**src/deq_pkg.sv**
```systemverilog
`timescale 1ns / 1ps
// shared constants and types for the double-ended queue core
package deq_pkg;

  localparam int DEPTH  = 16;
  localparam int DATA_W = 32;
  localparam int CNT_W  = $clog2(DEPTH + 1);
  localparam int OP_W   = 3;
  localparam int ST_W   = 2;

  // operation codes
  localparam logic [OP_W-1:0] OP_PUSH_FRONT = 3'd0;
  localparam logic [OP_W-1:0] OP_PUSH_BACK  = 3'd1;
  localparam logic [OP_W-1:0] OP_POP_FRONT  = 3'd2;
  localparam logic [OP_W-1:0] OP_POP_BACK   = 3'd3;
  localparam logic [OP_W-1:0] OP_READ_ALL   = 3'd4;
  localparam logic [OP_W-1:0] OP_CLEAR      = 3'd5;

  // result status codes
  localparam logic [ST_W-1:0] ST_OK    = 2'd0;
  localparam logic [ST_W-1:0] ST_EMPTY = 2'd1;
  localparam logic [ST_W-1:0] ST_FULL  = 2'd2;

  // cell update modes
  localparam logic [2:0] CELL_HOLD        = 3'd0;
  localparam logic [2:0] CELL_SHIFT_BACK  = 3'd1;
  localparam logic [2:0] CELL_SHIFT_FRONT = 3'd2;
  localparam logic [2:0] CELL_APPEND      = 3'd3;
  localparam logic [2:0] CELL_ROTATE      = 3'd4;

  typedef struct packed {
    logic [2:0]        mode;
    logic [DATA_W-1:0] value;
  } cell_cmd_t;

endpackage

```
**src/deq_cell.sv**
```systemverilog
`timescale 1ns / 1ps
// one storage cell of the queue chain
module deq_cell (
  input  logic                             clk,
  input  deq_pkg::cell_cmd_t               cmd,
  input  logic [deq_pkg::DATA_W-1:0]       prev_data,
  input  logic [deq_pkg::DATA_W-1:0]       next_data,
  input  logic [deq_pkg::DATA_W-1:0]       head_data,
  input  logic                             sel_tail,
  input  logic                             sel_append,
  output logic [deq_pkg::DATA_W-1:0]       data,
  output logic [deq_pkg::DATA_W-1:0]       tap
);

  logic [deq_pkg::DATA_W-1:0] data_next;

  always_comb begin
    data_next = data;
    case (cmd.mode)
      deq_pkg::CELL_SHIFT_BACK:  data_next = prev_data;
      deq_pkg::CELL_SHIFT_FRONT: data_next = next_data;
      deq_pkg::CELL_APPEND:      if (sel_append) data_next = cmd.value;
      deq_pkg::CELL_ROTATE:      data_next = sel_tail ? head_data : next_data;
      default:                   data_next = data;
    endcase
  end

  always_ff @(posedge clk) begin
    data <= data_next;
  end

  // only the back entry drives the pop-back tap
  assign tap = sel_tail ? data : '0;

endmodule

```
**src/double_ended_queue_core.sv**
```systemverilog
`timescale 1ns / 1ps
// top level of the double-ended queue core: control, cell chain and result register
//
// usage
// - s_* channel takes one command item: s_tuser holds the operation, s_tdata the value
//   to push (ignored by other operations)
// - m_* channel gives result items: popped or read-out value, fill level, status in
//   m_tuser, m_tlast on the final result of a command
// - entries live in a row of cells, cell 0 the front; push-front and pop-front shift
//   the row, push-back writes the cell at the back, pop-back only lowers the count
// - push, pop and clear take one item per cycle while results are taken, result in the cycle after acceptance
// - read-all rotates the row once through the front cell, one entry per cycle while the
//   receiver takes them; the read state loads each entry into the result register, and
//   no new command is taken until the last entry has been loaded
// - a registered result stage lets a new command enter while the previous result is
//   taken in the same cycle
// - when the receiver stalls, the result holds and s_tready drops until it is taken
// - reset (rst, synchronous) empties the queue; cell contents are not cleared
module double_ended_queue_core (
  input  logic        clk,
  input  logic        rst,
  input  logic        s_tvalid,
  output logic        s_tready,
  input  logic [31:0] s_tdata,   // value[31:0]
  input  logic [2:0]  s_tuser,   // op[2:0]
  output logic        m_tvalid,
  input  logic        m_tready,
  output logic [39:0] m_tdata,   // result_value[31:0], fill_level[36:32], zero pad
  output logic [1:0]  m_tuser,   // status[1:0]
  output logic        m_tlast
);

  localparam logic S_IDLE = 1'b0;
  localparam logic S_READ = 1'b1;

  localparam logic [deq_pkg::CNT_W-1:0] FULL_CNT = deq_pkg::CNT_W'(deq_pkg::DEPTH);
  localparam logic [deq_pkg::CNT_W-1:0] ONE_CNT  = deq_pkg::CNT_W'(1);

  logic                           state;
  logic                           state_next;
  logic [deq_pkg::CNT_W-1:0]      count;
  logic [deq_pkg::CNT_W-1:0]      count_next;
  logic [deq_pkg::CNT_W-1:0]      rd_left;
  logic [deq_pkg::CNT_W-1:0]      rd_left_next;

  // result register
  logic [deq_pkg::DATA_W-1:0]     res_value;
  logic [deq_pkg::ST_W-1:0]       res_status;
  logic                           res_last;
  logic [deq_pkg::CNT_W-1:0]      res_fill;
  logic                           res_load;
  logic [deq_pkg::DATA_W-1:0]     res_value_next;
  logic [deq_pkg::ST_W-1:0]       res_status_next;
  logic                           res_last_next;

  logic                           out_free;
  logic                           in_acc;
  logic                           is_full;
  logic                           is_empty;
  logic [deq_pkg::OP_W-1:0]       op;

  deq_pkg::cell_cmd_t             cmd;
  logic [deq_pkg::DATA_W-1:0]     cell_data [deq_pkg::DEPTH];
  logic [deq_pkg::DATA_W-1:0]     cell_tap  [deq_pkg::DEPTH];
  logic [deq_pkg::DATA_W-1:0]     back_data;

  assign op       = s_tuser;
  assign out_free = !m_tvalid || m_tready;
  assign s_tready = (state == S_IDLE) && out_free;
  assign in_acc   = s_tvalid && s_tready;
  assign is_full  = (count == FULL_CNT);
  assign is_empty = (count == '0);

  // back entry collected from the cell taps
  always_comb begin
    back_data = '0;
    for (int i = 0; i < deq_pkg::DEPTH; i++) begin
      back_data = back_data | cell_tap[i];
    end
  end

  // command decode: cell update mode, next count and the result of this item
  always_comb begin
    cmd.mode        = deq_pkg::CELL_HOLD;
    cmd.value       = s_tdata;
    count_next      = count;
    state_next      = state;
    rd_left_next    = rd_left;
    res_load        = 1'b0;
    res_value_next  = '0;
    res_status_next = deq_pkg::ST_OK;
    res_last_next   = 1'b1;

    if (in_acc) begin
      res_load = 1'b1;
      case (op)
        deq_pkg::OP_PUSH_FRONT: begin
          if (is_full) begin
            res_status_next = deq_pkg::ST_FULL;
          end else begin
            cmd.mode   = deq_pkg::CELL_SHIFT_BACK;
            count_next = count + ONE_CNT;
          end
        end
        deq_pkg::OP_PUSH_BACK: begin
          if (is_full) begin
            res_status_next = deq_pkg::ST_FULL;
          end else begin
            cmd.mode   = deq_pkg::CELL_APPEND;
            count_next = count + ONE_CNT;
          end
        end
        deq_pkg::OP_POP_FRONT: begin
          if (is_empty) begin
            res_status_next = deq_pkg::ST_EMPTY;
          end else begin
            cmd.mode       = deq_pkg::CELL_SHIFT_FRONT;
            res_value_next = cell_data[0];
            count_next     = count - ONE_CNT;
          end
        end
        deq_pkg::OP_POP_BACK: begin
          if (is_empty) begin
            res_status_next = deq_pkg::ST_EMPTY;
          end else begin
            res_value_next = back_data;
            count_next     = count - ONE_CNT;
          end
        end
        deq_pkg::OP_READ_ALL: begin
          if (is_empty) begin
            res_status_next = deq_pkg::ST_EMPTY;
          end else begin
            // results come from the rotation loop instead
            res_load     = 1'b0;
            state_next   = S_READ;
            rd_left_next = count;
          end
        end
        deq_pkg::OP_CLEAR: begin
          count_next = '0;
        end
        default: begin
          // unused codes leave the queue as it is
        end
      endcase
    end else if (state == S_READ && out_free) begin
      // emit the front entry and rotate it to the back of the occupied region
      cmd.mode       = deq_pkg::CELL_ROTATE;
      res_load       = 1'b1;
      res_value_next = cell_data[0];
      res_last_next  = (rd_left == ONE_CNT);
      rd_left_next   = rd_left - ONE_CNT;
      if (rd_left == ONE_CNT) begin
        state_next = S_IDLE;
      end
    end
  end

  // cell chain: cell 0 is the front, the back is cell count-1
  for (genvar g = 0; g < deq_pkg::DEPTH; g++) begin : g_cell
    localparam logic [deq_pkg::CNT_W-1:0] IDX_APP  = deq_pkg::CNT_W'(g);
    localparam logic [deq_pkg::CNT_W-1:0] IDX_TAIL = deq_pkg::CNT_W'(g + 1);
    logic [deq_pkg::DATA_W-1:0] prev_d;
    logic [deq_pkg::DATA_W-1:0] next_d;

    if (g == 0) begin : g_first
      assign prev_d = s_tdata;
    end else begin : g_mid_prev
      assign prev_d = cell_data[g-1];
    end

    if (g == deq_pkg::DEPTH - 1) begin : g_last
      assign next_d = cell_data[g];
    end else begin : g_mid_next
      assign next_d = cell_data[g+1];
    end

    deq_cell u_cell (
      .clk        (clk),
      .cmd        (cmd),
      .prev_data  (prev_d),
      .next_data  (next_d),
      .head_data  (cell_data[0]),
      .sel_tail   (count == IDX_TAIL),
      .sel_append (count == IDX_APP),
      .data       (cell_data[g]),
      .tap        (cell_tap[g])
    );
  end

  // control state
  always_ff @(posedge clk) begin
    if (rst) begin
      state    <= S_IDLE;
      count    <= '0;
      rd_left  <= '0;
      m_tvalid <= 1'b0;
    end else begin
      state   <= state_next;
      count   <= count_next;
      rd_left <= rd_left_next;
      if (res_load) begin
        m_tvalid <= 1'b1;
      end else if (m_tready) begin
        m_tvalid <= 1'b0;
      end
    end
  end

  // result payload
  always_ff @(posedge clk) begin
    if (res_load) begin
      res_value  <= res_value_next;
      res_status <= res_status_next;
      res_last   <= res_last_next;
      res_fill   <= count_next;
    end
  end

  assign m_tdata = {{(40 - deq_pkg::DATA_W - deq_pkg::CNT_W){1'b0}}, res_fill, res_value};
  assign m_tuser = res_status;
  assign m_tlast = res_last;

  // fill count never passes the capacity
  a_count_bound: assert property (@(posedge clk) disable iff (rst)
    count <= FULL_CNT)
    else $error("entry count above capacity");

  // a read-out in progress always has entries left to emit
  a_read_left: assert property (@(posedge clk) disable iff (rst)
    (state == S_READ) |-> (rd_left != '0))
    else $error("read-out running with nothing left");

  // a push into a full queue leaves the count alone
  a_full_push: assert property (@(posedge clk) disable iff (rst)
    (in_acc && is_full && (op == deq_pkg::OP_PUSH_FRONT || op == deq_pkg::OP_PUSH_BACK))
    |=> $stable(count))
    else $error("push into full queue changed the count");

  // final read-out entry returns the block to idle with tlast set
  a_read_end: assert property (@(posedge clk) disable iff (rst)
    (state == S_READ && out_free && rd_left == ONE_CNT)
    |=> (state == S_IDLE && m_tvalid && m_tlast))
    else $error("read-out did not end on its last entry");

  // commands are only taken while no read-out runs
  a_no_accept_read: assert property (@(posedge clk) disable iff (rst)
    (state == S_READ) |-> !in_acc)
    else $error("command accepted during read-out");

endmodule

```
**config.mk**
```make
export PLATFORM = sky130hd
export DESIGN_NAME = double_ended_queue_core
export DESIGN_NICKNAME = d
export VERILOG_FILES = /design/src/deq_pkg.sv /design/src/deq_cell.sv /design/src/double_ended_queue_core.sv
export SDC_FILE = /design/constraint.sdc
export NUM_CORES = 1
export LEC_CHECK = 0
export ABC_AREA = 1
export BUFFER_PORTS_ARGS = -buffer_cell sky130_fd_sc_hd__buf_2
export CAP_MARGIN = 20
export CORE_MARGIN = 2
export CORE_UTILIZATION = 40
export CTS_CLUSTER_SIZE = 16
export DETAILED_ROUTE_END_ITERATION = 7
export MAX_ROUTING_LAYER = met4
export PLACE_DENSITY = 0.55
export SLEW_MARGIN = 20
export SYNTH_ARGS = -nofsm -noshare
export SYNTH_HDL_FRONTEND = slang
export SYNTH_SLANG_ARGS = --single-unit
export TNS_END_PERCENT = 20
```
**constraint.sdc**
```tcl
create_clock -name clk -period 5.7 [get_ports clk]
set_input_delay 0.855 -clock clk [delete_from_list [all_inputs] [get_ports clk]]
set_output_delay 0.855 -clock clk [all_outputs]
set_load 0.005 [all_outputs]
```
==> out/metrics.yaml <==
layout:
  final_cell_mix: "nand2_1, edfxtp_1, nand3_1, nand4_1, nor2_1"
  ff_latch_area_mm2: 0.0168
  nNetsFinal: 4715
  num_antenna_cells: 0
  stdcell_count: 5914
  nFillCells: 9213
  drive_gt1_share_pct: 8.04
  syn_to_final_growth_pct: 9.04
  multiInputGateArea_mm2: 0.0176
  final_common_cell: "nand2_1"
route:
  postRouteWirelength_um: 153000
  num_vias: 36600
  route.detailed.drc: 0
  drtAntennaViolNets: 0
  vias_per_cell: 6.19
  wire_per_inst_um: 25.9
  drt_first_pass_iters: 6
  drtIter0Drc: 4866
clock_network:
  cts_max_path_buffers: 3
  cts_hold_buf: 0
  cts_root_buf: "clkbuf_16"
  clk_pin_slew_ns: 0.06
  postCtsResizedCells: 0
  htree_levels: 3
  cts_tree: "done"
  postCtsSetupBuffers: 0
  clk-insertion-delay-late_ns: 0.65
  cts_buffers: 72
  cts_sinks: 564
global_route:
  grt_pass1_vias: 33800
  grt_pass1_wl_um: 227000
  grt.overflow.total: 0
  track_usage_pct: 32.7
  grt_antenna_before_repair: 1
  grt_start_max_net_pins: 142
synthesis:
  synth_fa_ha_area_share_pct: 0.271
  synthXorXnorAreaFrac_pct: 0.166
  yosys_warnings: 0
  synth_top_area_share_pct: 44.9
  muxShareOfSynthArea_pct: 0
  synth_top_family_by_area: "simple AND/OR/NAND/NOR gates"
  syn_area_mm2: 0.0369
  yosysTopAreaCell: "edfxtp_1"
  synth_compound_area_share_pct: 13.5
  yosysSeqAreaShare_pct: 45.5
  synth_simple_gate_area_share_pct: 33.2
  postSynthCellCount: 4826
  ys_types: 37
  synth_seq_cells: 564
  yosys-top-cells-area: "edfxtp_1, nand2_1, o211ai_1"
  synth_area_per_cell_um2: 7.65
floorplanning:
  die_area_mm2: 0.0948
  rows: 111
  die_w_um: 308
  ioPinCount: 84
  die_h_um: 308
  fp.coreArea_mm2: 0.0917
  initial_core_util_pct: 40.3
setup_path:
  cp-end-kind: "flip-flop"
  critPathRequiredTime_ns: 5.96
  crit_path_start_kind: "flip-flop"
  path_cells: "nor2_8, buf_4, buf_4, a21oi_1, nor3_2, buf_4"
  cp_max_fo: 61
  slowest_delay_ns: 0.84
  crit_top_cell: "buf_4"
  crit_slowest_cell: "buf_4"
  crit_type: "reg -> reg"
  arrival_ns: 4.19
placement:
  pre_cts_ws_ns: 1.82
  numPlacedInstances: 5779
  port_buffers: 80
  dp_hpwl_um: 86200
  gp_congestion: 0.854
timing:
  slew_headroom_pct: 22.2
  fmax_mhz: 255
  finalSetupViolations: 0
  fin_tns_setup_ns: 0
  fin_crit_ns: 3.93
  fin_skew_ns: 0.0242
  drv_slew: 0
  post-route-period-util_pct: 68.9
  finalHoldViolations: 0
  worst_pin_slew_ns: 1.17
  worst_slack_ns: 1.77
  rsz0062_at_grt: "false"
power:
  peakVddDrop_uv: 191
  sw_frac_of_total_pct: 34.5
  power_frac_comb_pct: 20.7
  clockPowerShare_pct: 34.1
  seqPwrFrac_pct: 45.3
  p_int_mw: 9.19
  p_switching_mw: 4.84
  pwr_density_cell_mw_per_mm2: 348
  total_power_mw: 14.0
  p_leak_nw: 15.8
status:
  status: "complete, no violations"
min_path:
  hp-class: "in -> reg"
flow_run:
  maxCapViolCount: 0
-- area by class of cell --
| type | count | area share [%] |
|---|---|---|
| clock inverter | 49 | 1.05 |
| multi-input combinational | 3663 | 43.7 |
| clock buffer | 85 | 4.91 |
| inverter | 194 | 1.86 |
| sequential | 564 | 41.7 |
| timing repair buffer | 173 | 3.03 |
| tap | 1186 | 3.68 |
-- registers in the layout, indices dropped and copies added, names as in the netlist --
| name | count |
|---|---|
| g_cell.u_cell.data | 512 |
| m_tlast | 1 |
| rd_left | 5 |
| res_value | 32 |
| count | 5 |
| state | 1 |
| m_tvalid | 1 |
| m_tuser | 2 |
| res_fill | 5 |
-- through the flow --
step                      hold WS (ns)  utilization [%]  instance area, um2
after CTS                        0.498             43.9               40300
final                            0.524             43.9               40300
after global placement           0.520             41.3               37900
after floorplan                  0.479                -               36900
after detailed placement         0.531             41.3               37900
after global routing             0.534             43.9               40300
-- power by group through the flow --
stage	logic (mW)	registers, mW	clock network, mW
final	2.90	6.36	4.78
after global routing	3.14	6.44	4.99
after global placement	2.80	6.41	0
after CTS	2.83	6.33	4.84
after floorplan	1.86	6.10	0
after detailed placement	2.83	6.40	0
-- logic make-up (layout without fill, tap and decap cells) --
kind of cell,Yosys count,in the layout
flops,564,564
buf+inv,601,501
compound gates,746,746
fa+ha+maj,8,8
xor+xnor,7,7
other cells,1,3
simple gates,2899,2899
-- worst max-delay path: cells and delay by family (launching register included) --
family | cells | cell delay, ns
AO/OA/AOI/OAI | 1 | 0.17
buffers and inverters | 3 | 2.01
flip-flops | 1 | 0.48
AND/OR/NAND/NOR | 2 | 0.81
-- per-layer routing --
| layer | global-route usage (%) | wire length (um) | up-vias |
|---|---|---|---|
| li1 | - | - | 16500 |
| met4 | 13.1 | 6540 | 0 |
| met2 | 48.8 | 67700 | 2258 |
| met1 | 44.6 | 63100 | 17500 |
| met5 | - | 0 | - |
| met3 | 5.02 | 15800 | 378 |
-- worst paths after layout --
kind | startpoint | to | slack [ns] | depth (start not counted)
hold / removal | rst | state | 0.52 | 2
hold reg to reg | rd_left[4] | rd_left[4] | 0.54 | 2
setup / recovery | count[2] | g_cell[0].u_cell.data[18] | 1.77 | 6
setup reg to reg | count[2] | g_cell[0].u_cell.data[18] | 1.77 | 6
-- cells in the mapped netlist, drive strengths merged --
library cell  number
nand2           1987
clkbuf           177
xor2               4
nand4            293
edfxtp           552
a31oi              2
dfxtp             12
o21ai            263
nor3               4
nor2             301
nand3            313
inv              160
xnor2              3
o2111ai          144
or2                1
conb               1
o22ai             33
ha                 8
buf              230
a21oi             44
o221ai             2
clkinv            34
o211ai           258
(Power assumes the default switching activity.)
